### src/sv/resample_pan_gain_top_defines.svh
// Assertion macros for the resample/pan/gain block.
`ifndef RESAMPLE_PAN_GAIN_TOP_DEFINES_SVH
`define RESAMPLE_PAN_GAIN_TOP_DEFINES_SVH

`ifndef SYNTHESIS
`define RPG_ASSERT(name, prop, msg) \
	name: assert property (@(posedge clk) disable iff (!arst_n) prop) else $error(msg);
`define RPG_NEVER(name, expr, msg) \
	name: assert property (@(posedge clk) disable iff (!arst_n) !(expr)) else $error(msg);
`else
`define RPG_ASSERT(name, prop, msg)
`define RPG_NEVER(name, expr, msg)
`endif

`endif

### src/sv/rpg_pkg.sv
`default_nettype none
package rpg_pkg;

	localparam int SAMPLE_BITS_DEF     = 16;
	localparam int PHASE_FRAC_BITS_DEF = 16;
	localparam int MAX_OUT_LOG2        = 6;
	localparam int GAIN_W              = 16;
	localparam int GAIN_SHIFT          = 15;
	localparam int ADDR_W              = 4;
	localparam int DATA_W              = 32;
	localparam int PAN_W               = 17;

	localparam logic [GAIN_W-1:0] GAIN_ONE     = 16'h8000;
	localparam logic [GAIN_W-1:0] VOLUME_RESET = 16'h8000;

	typedef enum logic [1:0] {
		REG_RATE_STEP = 2'd0,
		REG_VOLUME    = 2'd1,
		REG_PAN       = 2'd2,
		REG_MONO      = 2'd3
	} reg_idx_t;

	typedef struct packed {
		logic [GAIN_W-1:0] vol;
		logic [GAIN_W-1:0] pan_l;
		logic [GAIN_W-1:0] pan_r;
		logic              mono;
	} rpg_gain_t;

	function automatic logic [GAIN_W-1:0] clamp_gain(input logic signed [PAN_W:0] g);
		logic [GAIN_W-1:0] r;
		if (g < 0) begin
			r = '0;
		end else if (g > $signed({2'b00, GAIN_ONE})) begin
			r = GAIN_ONE;
		end else begin
			r = g[GAIN_W-1:0];
		end
		return r;
	endfunction

endpackage
`default_nettype wire

### src/sv/rpg_core.sv
`default_nettype none
`include "resample_pan_gain_top_defines.svh"
module rpg_core
	import rpg_pkg::*;
#(
	parameter int SAMPLE_BITS     = SAMPLE_BITS_DEF,
	parameter int PHASE_FRAC_BITS = PHASE_FRAC_BITS_DEF
) (
	input  wire logic                          clk,
	input  wire logic                          arst_n,
	input  wire rpg_gain_t                     gain,
	input  wire logic [PHASE_FRAC_BITS+4:0]    rate_step,
	input  wire logic                          src_valid,
	output logic                               src_stall,
	input  wire logic                          kind,
	input  wire logic signed [SAMPLE_BITS-1:0] left_sample,
	input  wire logic signed [SAMPLE_BITS-1:0] right_sample,
	output logic                               res_valid,
	input  wire logic                          res_stall,
	output logic signed [SAMPLE_BITS-1:0]      out_left,
	output logic signed [SAMPLE_BITS-1:0]      out_right,
	output logic                               last,
	output logic                               stream_done
);

	localparam int RATE_W = PHASE_FRAC_BITS + 5;
	localparam int PH_W   = PHASE_FRAC_BITS + 6;
	localparam int MA_W   = (SAMPLE_BITS > GAIN_W ? SAMPLE_BITS : GAIN_W) + 1;
	localparam int MB_W   = GAIN_W + 1;
	localparam int PROD_W = MA_W + MB_W;

	localparam logic [PH_W-1:0]   PH_ONE   = PH_W'(1) << PHASE_FRAC_BITS;
	localparam logic [RATE_W-1:0] MIN_STEP = RATE_W'(1) << (PHASE_FRAC_BITS - MAX_OUT_LOG2);
	localparam logic [MAX_OUT_LOG2-1:0] CNT_MAX = '1;
	localparam logic signed [PROD_W-1:0] SAT_HI = PROD_W'((64'd1 << (SAMPLE_BITS - 1)) - 64'd1);
	localparam logic signed [PROD_W-1:0] SAT_LO = -SAT_HI - PROD_W'(1);

	typedef enum logic [7:0] {
		S_IDLE = 8'b0000_0001,
		S_GL   = 8'b0000_0010,
		S_GR   = 8'b0000_0100,
		S_ML   = 8'b0000_1000,
		S_MR   = 8'b0001_0000,
		S_CAP  = 8'b0010_0000,
		S_EMIT = 8'b0100_0000,
		S_EOS  = 8'b1000_0000
	} state_t;

	state_t                          state_q;
	logic [PH_W-1:0]                 phase_q;
	logic [MAX_OUT_LOG2-1:0]         cnt_q;
	logic signed [SAMPLE_BITS-1:0]   ls_q;
	logic signed [SAMPLE_BITS-1:0]   rs_q;
	logic [GAIN_W-1:0]               lg_q;
	logic [GAIN_W-1:0]               rg_q;
	logic signed [SAMPLE_BITS-1:0]   ol_q;
	logic signed [SAMPLE_BITS-1:0]   or_q;
	logic signed [PROD_W-1:0]        prod_q;

	logic signed [MA_W-1:0]          mul_a;
	logic signed [MB_W-1:0]          mul_b;
	logic signed [PROD_W-1:0]        mul_p;
	logic [RATE_W-1:0]               step;
	logic [PH_W-1:0]                 phase_next;
	logic                            last_hit;
	logic                            out_free;
	logic                            res_load;

	function automatic logic signed [SAMPLE_BITS-1:0] sat_shift(
		input logic signed [PROD_W-1:0] p
	);
		logic signed [PROD_W-1:0] s;
		logic signed [SAMPLE_BITS-1:0] r;
		s = p >>> GAIN_SHIFT;
		if (s > SAT_HI) begin
			r = SAT_HI[SAMPLE_BITS-1:0];
		end else if (s < SAT_LO) begin
			r = SAT_LO[SAMPLE_BITS-1:0];
		end else begin
			r = s[SAMPLE_BITS-1:0];
		end
		return r;
	endfunction

	// shared multiplier operand select
	always_comb begin
		unique case (state_q)
			S_GL: begin
				mul_a = {{(MA_W-GAIN_W){1'b0}}, gain.vol};
				mul_b = {1'b0, gain.pan_l};
			end
			S_GR: begin
				mul_a = {{(MA_W-GAIN_W){1'b0}}, gain.vol};
				mul_b = {1'b0, gain.pan_r};
			end
			S_ML: begin
				mul_a = MA_W'(ls_q);
				mul_b = {1'b0, lg_q};
			end
			S_MR: begin
				mul_a = MA_W'(rs_q);
				mul_b = {1'b0, rg_q};
			end
			default: begin
				mul_a = '0;
				mul_b = '0;
			end
		endcase
	end

	assign mul_p      = PROD_W'(mul_a) * PROD_W'(mul_b);
	assign step       = (rate_step < MIN_STEP) ? MIN_STEP : rate_step;
	assign phase_next = phase_q + PH_W'(step);
	assign last_hit   = (phase_next >= PH_ONE) || (cnt_q == CNT_MAX);
	assign out_free   = !res_valid || !res_stall;
	assign res_load   = out_free && (state_q == S_EMIT || state_q == S_EOS);
	assign src_stall  = (state_q != S_IDLE);

	always_ff @(posedge clk) begin
		prod_q <= mul_p;
	end

	always_ff @(posedge clk or negedge arst_n) begin
		if (!arst_n) begin
			state_q   <= S_IDLE;
			phase_q   <= '0;
			cnt_q     <= '0;
			res_valid <= 1'b0;
		end else begin
			if (res_load) begin
				res_valid <= 1'b1;
			end else if (!res_stall) begin
				res_valid <= 1'b0;
			end
			unique case (state_q)
				S_IDLE: begin
					if (src_valid) begin
						state_q <= kind ? S_EOS : S_GL;
					end
				end
				S_GL:  state_q <= S_GR;
				S_GR:  state_q <= S_ML;
				S_ML:  state_q <= S_MR;
				S_MR:  state_q <= S_CAP;
				S_CAP: begin
					cnt_q <= '0;
					if (phase_q >= PH_ONE) begin
						// dropped frame
						phase_q <= phase_q - PH_ONE;
						state_q <= S_IDLE;
					end else begin
						state_q <= S_EMIT;
					end
				end
				S_EMIT: begin
					if (out_free) begin
						cnt_q <= cnt_q + MAX_OUT_LOG2'(1);
						if (last_hit) begin
							phase_q <= (phase_next >= PH_ONE) ? phase_next - PH_ONE : '0;
							state_q <= S_IDLE;
						end else begin
							phase_q <= phase_next;
						end
					end
				end
				S_EOS: begin
					if (out_free) begin
						phase_q <= '0;
						state_q <= S_IDLE;
					end
				end
				default: state_q <= S_IDLE;
			endcase
		end
	end

	always_ff @(posedge clk) begin
		if (state_q == S_IDLE && src_valid) begin
			ls_q <= left_sample;
			rs_q <= gain.mono ? left_sample : right_sample;
		end
		if (state_q == S_GR) begin
			lg_q <= prod_q[GAIN_SHIFT+GAIN_W-1:GAIN_SHIFT];
		end
		if (state_q == S_ML) begin
			rg_q <= prod_q[GAIN_SHIFT+GAIN_W-1:GAIN_SHIFT];
		end
		if (state_q == S_MR) begin
			ol_q <= sat_shift(prod_q);
		end
		if (state_q == S_CAP) begin
			or_q <= sat_shift(prod_q);
		end
		if (state_q == S_EMIT && out_free) begin
			out_left    <= ol_q;
			out_right   <= or_q;
			last        <= last_hit;
			stream_done <= 1'b0;
		end
		if (state_q == S_EOS && out_free) begin
			out_left    <= '0;
			out_right   <= '0;
			last        <= 1'b1;
			stream_done <= 1'b1;
		end
	end

	`RPG_ASSERT(a_emit_phase_below_one, (state_q == S_EMIT) |-> (phase_q < PH_ONE), "emit with phase at or above one")
	`RPG_ASSERT(a_last_ends_item, (state_q == S_EMIT && out_free && last_hit) |=> (state_q == S_IDLE && res_valid && last), "last result did not end the item")
	`RPG_ASSERT(a_done_silent, (res_valid && stream_done) |-> (last && out_left == '0 && out_right == '0), "end of stream result not silent")

endmodule
`default_nettype wire

### src/sv/resample_pan_gain_top.sv
// Nearest-neighbor sample rate converter with volume and pan.
// Source channel: src_valid/src_stall with kind, left_sample, right_sample.
// kind 0 is a source frame, kind 1 ends the stream. Results leave on
// res_valid/res_stall with out_left, out_right, last and stream_done.
// A frame gives zero or more results (at most 64); last marks the final one.
// End of stream gives one silent result with last and stream_done set and
// clears the phase. Configuration goes through the APB port, idle only;
// the user is bound to this, the block itself does not enforce it.
// Timing: one multiplier is shared over four products (two gains, two
// samples), so a frame passes the states GL, GR, ML, MR and CAP before
// its first result is loaded in EMIT, then one result per cycle while
// res_stall is low. A dropped frame goes back to idle from CAP, end of
// stream from EOS. The source is stalled for the whole of an item. The
// output register holds a result while res_stall is high; the sequencer
// waits on it. Reset clears the phase to zero and sets rate_step to one,
// volume to unity, pan to center and mono off.
`default_nettype none
module resample_pan_gain_top
	import rpg_pkg::*;
#(
	parameter int SAMPLE_BITS     = SAMPLE_BITS_DEF,
	parameter int PHASE_FRAC_BITS = PHASE_FRAC_BITS_DEF
) (
	input  wire logic                          clk,
	input  wire logic                          arst_n,
	input  wire logic                          psel,
	input  wire logic                          penable,
	input  wire logic                          pwrite,
	input  wire logic [ADDR_W-1:0]             paddr,
	input  wire logic [DATA_W-1:0]             pwdata,
	output logic [DATA_W-1:0]                  prdata,
	output logic                               pready,
	input  wire logic                          src_valid,
	output logic                               src_stall,
	input  wire logic                          kind,
	input  wire logic signed [SAMPLE_BITS-1:0] left_sample,
	input  wire logic signed [SAMPLE_BITS-1:0] right_sample,
	output logic                               res_valid,
	input  wire logic                          res_stall,
	output logic signed [SAMPLE_BITS-1:0]      out_left,
	output logic signed [SAMPLE_BITS-1:0]      out_right,
	output logic                               last,
	output logic                               stream_done
);

	localparam int RATE_W = PHASE_FRAC_BITS + 5;
	localparam logic [RATE_W-1:0] RATE_RESET = RATE_W'(1) << PHASE_FRAC_BITS;

	logic [RATE_W-1:0]       rate_q;
	logic [GAIN_W-1:0]       vol_q;
	logic signed [PAN_W-1:0] pan_q;
	logic                    mono_q;
	logic                    wr_en;
	reg_idx_t                reg_idx;
	rpg_gain_t               gain;

	assign pready  = 1'b1;
	assign wr_en   = psel && penable && pwrite && pready;
	assign reg_idx = reg_idx_t'(paddr[3:2]);

	always_ff @(posedge clk or negedge arst_n) begin
		if (!arst_n) begin
			rate_q <= RATE_RESET;
			vol_q  <= VOLUME_RESET;
			pan_q  <= '0;
			mono_q <= 1'b0;
		end else if (wr_en) begin
			unique case (reg_idx)
				REG_RATE_STEP: rate_q <= pwdata[RATE_W-1:0];
				REG_VOLUME:    vol_q  <= pwdata[GAIN_W-1:0];
				REG_PAN:       pan_q  <= pwdata[PAN_W-1:0];
				REG_MONO:      mono_q <= pwdata[0];
				default:       ;
			endcase
		end
	end

	always_comb begin
		unique case (reg_idx)
			REG_RATE_STEP: prdata = DATA_W'(rate_q);
			REG_VOLUME:    prdata = DATA_W'(vol_q);
			REG_PAN:       prdata = DATA_W'(pan_q);
			REG_MONO:      prdata = DATA_W'(mono_q);
			default:       prdata = '0;
		endcase
	end

	always_comb begin
		gain.vol   = (vol_q > GAIN_ONE) ? GAIN_ONE : vol_q;
		gain.pan_l = clamp_gain($signed({2'b00, GAIN_ONE}) - (PAN_W+1)'(pan_q));
		gain.pan_r = clamp_gain($signed({2'b00, GAIN_ONE}) + (PAN_W+1)'(pan_q));
		gain.mono  = mono_q;
	end

	rpg_core #(
		.SAMPLE_BITS     (SAMPLE_BITS),
		.PHASE_FRAC_BITS (PHASE_FRAC_BITS)
	) u_core (
		.clk          (clk),
		.arst_n       (arst_n),
		.gain         (gain),
		.rate_step    (rate_q),
		.src_valid    (src_valid),
		.src_stall    (src_stall),
		.kind         (kind),
		.left_sample  (left_sample),
		.right_sample (right_sample),
		.res_valid    (res_valid),
		.res_stall    (res_stall),
		.out_left     (out_left),
		.out_right    (out_right),
		.last         (last),
		.stream_done  (stream_done)
	);

endmodule
`default_nettype wire

### config.mk
export PLATFORM = sky130hd
export DESIGN_NAME = resample_pan_gain_top
export DESIGN_NICKNAME = d
export VERILOG_FILES = /design/src/sv/rpg_pkg.sv /design/src/sv/rpg_core.sv /design/src/sv/resample_pan_gain_top.sv
export VERILOG_INCLUDE_DIRS = /design/src /design/src/sv
export SDC_FILE = /design/constraint.sdc
export NUM_CORES = 1
export LEC_CHECK = 0
export ABC_AREA = 1
export BUFFER_PORTS_ARGS = -buffer_cell sky130_fd_sc_hd__buf_4
export CAP_MARGIN = 20
export CORE_ASPECT_RATIO = 0.75
export CORE_MARGIN = 2
export CORE_UTILIZATION = 56
export DETAILED_ROUTE_END_ITERATION = 8
export GPL_TIMING_DRIVEN = 1
export PLACE_DENSITY = 0.77
export SYNTH_ARGS = -nofsm -noshare
export SYNTH_HDL_FRONTEND = slang
export SYNTH_SLANG_ARGS = --single-unit
### constraint.sdc
create_clock -name clk -period 7.4 [get_ports clk]
set_clock_uncertainty 0.2 [all_clocks]
set_input_delay 1.11 -clock clk [delete_from_list [all_inputs] [get_ports clk]]
set_output_delay 1.11 -clock clk [all_outputs]
set_load 0.02 [all_outputs]
# --- Word level (Yosys, flattened, before mapping) ---
# Cells that the tools add are included.
word_totals:
  in_bits: 76
  register_bits: 256
classes:
  n_eq_ne: 19
  addsub: 6
  n_reduce_logical: 22
  mul: 1
  n_lt_le_gt_ge: 10
  mux: 29
ops:
  columns: ["cell", "count"]
  rows:
  - ["$mux W16", 8]
  - ["$pmux W32 S4", 1]
  - ["$mux W22", 5]
  - ["$pmux W22 S3", 1]
  - ["$pmux W16 S4", 1]
  - ["$pmux W8 S8", 1]
  - ["$pmux W17 S3", 1]
  - ["$ge A22 B17 Y1 const B", 2]
  - ["$sub A22 B17 Y22 const B", 2]
  - ["$mux W8", 5]
  - ["$gt A18 B17 Y1 const B", 2]
  - ["$lt A18 B1 Y1 const B", 2]
  - ["$mul A17 B17 Y34", 1]
  - ["$add A22 B21 Y22", 1]
  - ["$lt A21 B11 Y1 const B", 1]
  - ["$mux W21", 1]
  - ["$gt A19 B16 Y1 const B", 1]
  - ["$lt A19 B16 Y1 const B", 1]
  - ["$add A17 B17 Y18 const A", 1]
  - ["$sub A17 B17 Y18 const A", 1]
  - ["$gt A16 B16 Y1 const B", 1]
  - ["$pmux W6 S2", 1]
  - ["$ne A2 B1 Y1 const B", 5]
  - ["$reduce_and A2 Y1", 5]
  - ["25 further kinds", 36]

# --- Longest topological paths before layout ---
logic_depth:
  word_depth: 8
  ltp_mapped: 43

# --- Hierarchy ---
# Synthesis repeated with hierarchy kept, for this count alone.
hier_totals:
  cells_unflattened: 2650
  hier_area_um2: 22810.6
by_module_without_submodules:
  columns: ["mod", "seq_area_each_um2", "instances", "area_per_inst_um2", "cells_each"]
  rows:
  - ["rpg_core", 4870.9, 1, 19371.1, 2180]
  - ["resample_pan_gain_top", 1378.8, 1, 3439.5, 470]

# --- Least setup slack after synthesis ---
# OpenSTA, ideal clock, no wires.
synth_path:
  path_type: "register to register"
  startpoint: "register u_core.state_q[7]"
  endpoint: "register u_core.prod_q[33]"
  setup_time_ns: 0.125
  path_slack_ns: -0.229
  t_arrival_ns: 7.304
  path_buffers: 1
  t_required_ns: 7.075
  stages_incl_launch_ff: 28
  period_less_slack_ns: 7.629
  cell_sequence: "dfrtp_1 nor2_2 inv_2 nor2_4 inv_2 nor4_4 nand3b_1 nor2_1 a221oi_1 nand2_1 buf_4 nand2_1 fa_1 inv_1 fa_1 fa_1 fa_1 fa_1 inv_1 fa_1 inv_1 ha_1 nand2_1 nor4_1 o21ai_0 nand3_1 a31oi_1 xor2_1"
synth_via:
  elab_chain_cells: 4
  word_cells_on_any_way: 8
synth_rtl:
  columns: ["element", "line_no", "rtl"]
  rows:
  - ["from (decl)", "rpg_core.sv:49", "state_t state_q;"]
  - ["from (signal assigned)", "rpg_core.sv:138", "state_q <= kind ? S_EOS : S_GL;"]
  - ["$eq A8 B2 Y1 or $eq A8 B3 Y1 (tied branches)", "rpg_core.sv:87", "unique case (state_q)"]
  - ["$reduce_or A2 Y1 (no line)", null, null]
  - ["$pmux W17 S3", "rpg_core.sv:87", null]
  - ["$mul A17 B17 Y34 (*)", "rpg_core.sv:111", "assign mul_p = PROD_W'(mul_a) * PROD_W'(mul_b);"]
  - ["via u_core.mul_p[33]", "rpg_core.sv:62", "logic signed [PROD_W-1:0] mul_p;"]
  - ["to (signal assigned)", "rpg_core.sv:120", "prod_q <= mul_p;"]
  - ["to (decl)", "rpg_core.sv:58", "logic signed [PROD_W-1:0] prod_q;"]
# The timed path passes the listed nets; every way through them passes the cells marked *.
# A chain may end at the register's enable or synchronous reset.

# --- Final worst setup path ---
layout_path:
  startpoint: "register pan_q[1]"
  endpoint: "register u_core.prod_q[32]"
layout_via:
  elab_chain_cells: 6
  word_cells_on_any_way: 12
layout_rtl:
  columns: ["element", "line_no", "rtl"]
  rows:
  - ["from (decl)", "resample_pan_gain_top.sv:51", "logic signed [PAN_W-1:0] pan_q;"]
  - ["from (signal assigned)", "resample_pan_gain_top.sv:71", "REG_PAN: pan_q <= pwdata[PAN_W-1:0];"]
  - ["$add A17 B17 Y18 or $sub A17 B17 Y18 (tied branches)", "resample_pan_gain_top.sv:91, resample_pan_gain_top.sv:90", null]
  - ["$gt A18 B17 Y1", "rpg_pkg.sv:34", "end else if (g > $signed({2'b00, GAIN_ONE})) begin"]
  - ["$mux W16", "rpg_pkg.sv:34", null]
  - ["$mux W16", "rpg_pkg.sv:32", "if (g < 0) begin"]
  - ["$pmux W16 S4 (*)", "rpg_core.sv:87", null]
  - ["$mul A17 B17 Y34 (*)", "rpg_core.sv:111", null]
  - ["via u_core.mul_p[32]", "rpg_core.sv:62", null]
# Marks and branches as above.

==> results by group <==
Pwr
  – Logic pwr share: 39.1%
  – Sw Ratio: 38.7%
  – Clock network power share: 25.7%
  – Reg power frac: 35.3%
  – VDD IR max: 0.180 mV
  – Net Switching: 1.95 mW
  – P_leak: 14.1 nW
  – Cell internal pwr: 3.10 mW
  – Cell Pwr Density: 179 nW/um^2
  – Final total power: 5.05 mW

Layout
  – Fill count: 2,932
  – Layout cells sized above 1: 24.8%
  – ANT cells: 0
  – Nets: 3,501
  – Area delta synth->final: 24.7%

Global route
  – Largest net degree at the start of global routing: 62
  – Overflow after GRT: 0
  – Initial antenna violation count: 1
  – Vias in the first global route: 19,200
  – First-pass GRT wire length: 109,000 um
  – GRT Total Usage: 34.0%

Synthesis
  – EDFF count, synth: 96
  – Cells after Synth: 2,664
  – Avg Synthesized Cell Area: 8.48 um^2
  – Unique masters post-synth: 57
  – Dominant cell type by area after synthesis: fa_1
  – Asr flop ratio synth: 38.2%
  – Commonest cells in the netlist: 609 x nand2_1, 538 x inv_1, 278 x fa_1
  – Register area share after synthesis: 27.7%
  – Main flop type after synthesis: edfxtp_1
  – Share of the synthesized area in the top cell type: 24.6%
  – Mapped Nets: 3,135
  – Mapped Area: 22,600 um^2
  – Most frequent cell after synthesis: nand2_1
  – Flops & latches, synth: 241
  – Yosys warns: 0
  – Largest cells by area after synthesis: fa_1 25%, edfxtp_1 13%, nand2_1 10%

Critical path
  – CP dominant cell by count: inv_2
  – Critical path origin: pan_q[1]$_DFFE_PN0P_
  – Worst r2r src: pan_q[1]$_DFFE_PN0P_
  – WP data arrival: 7.73 ns
  – Critical path class: reg2reg
  – Critical path startpoint category: register
  – Worst setup EP type: register
  – Required time worst endpoint: 7.65 ns
  – Worst path slowest cell: fa_2
  – CP peak stage delay: 0.63 ns
  – Worst-path fanout max: 7

Clock network
  – Clk sinks: 241
  – Clock tree from TritonCTS: yes
  – Clock root buffer: clkbuf_16
  – Clock buffer depth: 3
  – Worst skew pair latency: 0.55 ns
  – CTS H-Tree Depth: 1
  – CTS clk-pin slew, worst paths: 0.07 ns
  – CTS buffer count: 24

Status
  – Status: finished with violations
  – Failing checks: setup timing

STA
  – Fin. Hold Viols: 0
  – RSZ-0062 raised after global routing: true
  – Min Tclk post-route: 7.48 ns
  – Final WS setup: -0.0800 ns
  – Tcrit/Tclk final: 101%
  – Worst Tran Pin Value: 1.09 ns
  – Final slew viol count: 0
  – Final TNS setup: -0.165 ns
  – Worst hold margin: 0.274 ns
  – Slew margin rel.: 27.0%
  – Fmax: 0.134 GHz
  – Final setup fails: 5

Detailed routing
  – DRC Markers: 0
  – DR vias/cell: 5.57
  – Via count: 19,900
  – Final WL: 72,700 um
  – Wire per inst: 20.4 um
  – Pre-Repair DR Iteration Count: 6
  – Antenna viol nets, final: 0
  – Starting DRC count in detailed routing: 2,142

Die
  – IO Pins: 145
  – DIE AREA: 42,000 um^2
  – Die height: 178 um
  – CORE AREA: 39,600 um^2
  – Starting density of the core: 56.9%
  – Num rows: 63
  – Die X: 236 um

Placement
  – Port Buffer Count: 130
  – Post-Place Setup Slack: -0.257 ns
  – Gpl congestion: 1.02
  – Hpwl dp: 57,200 um

Min path
  – Worst Hold Class: reg2reg
  – Hold Crit Start: u_core.or_q[13]$_DFFE_PP_

Run
  – Max-cap violations: 0
-- kinds of logic after synthesis --
group,share of synthesized area [%]
AOI/OAI and AO/OA,8.32
xor gates and xnor gates,1.59
adders and majority gates,31.1
buffers and inverters,11.3
DFF,27.7
muxes,0.199
other,0.0166
and+or+nand+nor,19.7
-- worst paths after layout --
path | cells past startpoint | end | slack, ns
worst min register to register | 1 | u_core.out_right[13]$_SDFFE_PP0P_ | 0.27
max in group asynchronous | 2 | u_core.phase_q[0]$_DFFE_PN0P_ | 5.50
min in group asynchronous | 1 | rate_q[7]$_DFFE_PN0P_ | 0.30
worst min-delay path | 1 | u_core.out_right[13]$_SDFFE_PP0P_ | 0.27
worst max register to register | 37 | u_core.prod_q[32]$_DFF_P_ | -0.08
worst max-delay path | 37 | u_core.prod_q[32]$_DFF_P_ | -0.08
-- critical path, delay by kind of cell (launching register included) --
kind                       cells  cell delay [ns]
adders and majority gates      7             3.60
and+or+nand+nor               19             2.07
buffers and inverters         10             0.93
DFF                            1             0.40
xor gates and xnor gates       1             0.15
-- per-stage QoR --
stage               cells  instance area (um^2)  util, %
floorplan            2664                 22600        -
global placement     3488                 26000     65.5
detailed placement   3489                 26000     65.5
CTS                  3536                 27100     68.4
global route         3568                 28200     71.0
finish               3568                 28200     71.0
-- state kept, by name, summed over array words and instances, names as in the netlist, 17 cells and up --
signal / count
u_core.phase_q: 22
rate_q: 21
u_core.prod_q: 19
pan_q: 17
-- power by group through the flow --
stage	Combinational, mW	Clock (mW)	Sequential, mW
after floorplan	1.11	0	1.77
after global placement	1.81	0	1.78
after detailed placement	1.84	0	1.79
after CTS	1.87	1.31	1.77
after global routing	2.16	1.36	1.80
final	1.97	1.30	1.78
-- area by class of cell --
class | instances | area (um^2) | share of cell area [%]
Multi-Input combinational cell | 1771 | 14800 | 52.6
Tap cell | 520 | 651 | 2.31
Sequential cell | 241 | 6250 | 22.2
Timing Repair Buffer | 422 | 3460 | 12.3
Inverter | 570 | 2160 | 7.66
Clock inverter | 9 | 116 | 0.413
Clock buffer | 35 | 717 | 2.55
-- layer usage --
metal	wire length [um]	GRT usage, %	share of wire [%]	up-vias
li1	-	-	-	9001
met1	31900	50.9	44	9634
met2	29700	48.1	41	1088
met3	9220	11.4	13	153
met4	1850	6.13	2.5	0
met5	0	0	0	-
-- what timing repair did --
| action | 4_1_cts | 5_1_grt |
|---|---|---|
| hold endpoints to repair | 0 | 0 |
| hold buffers | 0 | 0 |
| buffers inserted | 3 | 30 |
| gates resized for setup | 56 | 204 |
| pin swaps | 15 | 99 |
| endpoints found under the setup margin | 18 | 19 |
-- placed cells by master (no fill, tap or decap), types with 13 or more instances in the layout --
master / netlist / layout
a21oi_1: 68 / 43
o211ai_1: 15 / 15
nor2_1: 221 / 194
nand2_1: 609 / 576
o21ai_0: 87 / 76
nand4_1: 30 / 30
nand3_1: 92 / 83
a22o_1: 49 / 49
buf_12: 0 / 17
edfxtp_1: 96 / 96
nand2_2: 6 / 29
fa_1: 278 / 262
dfrtp_1: 89 / 87
dfxtp_1: 53 / 53
ha_4: 0 / 23
inv_2: 26 / 53
inv_1: 538 / 508
fa_2: 0 / 16
xor2_1: 27 / 21
ha_1: 117 / 92
nor2_2: 20 / 35
clkbuf_16: 0 / 25
buf_4: 16 / 391
nor2_4: 5 / 17
xnor2_1: 14 / 13
a21oi_2: 2 / 22
(Power assumes the default switching activity.)
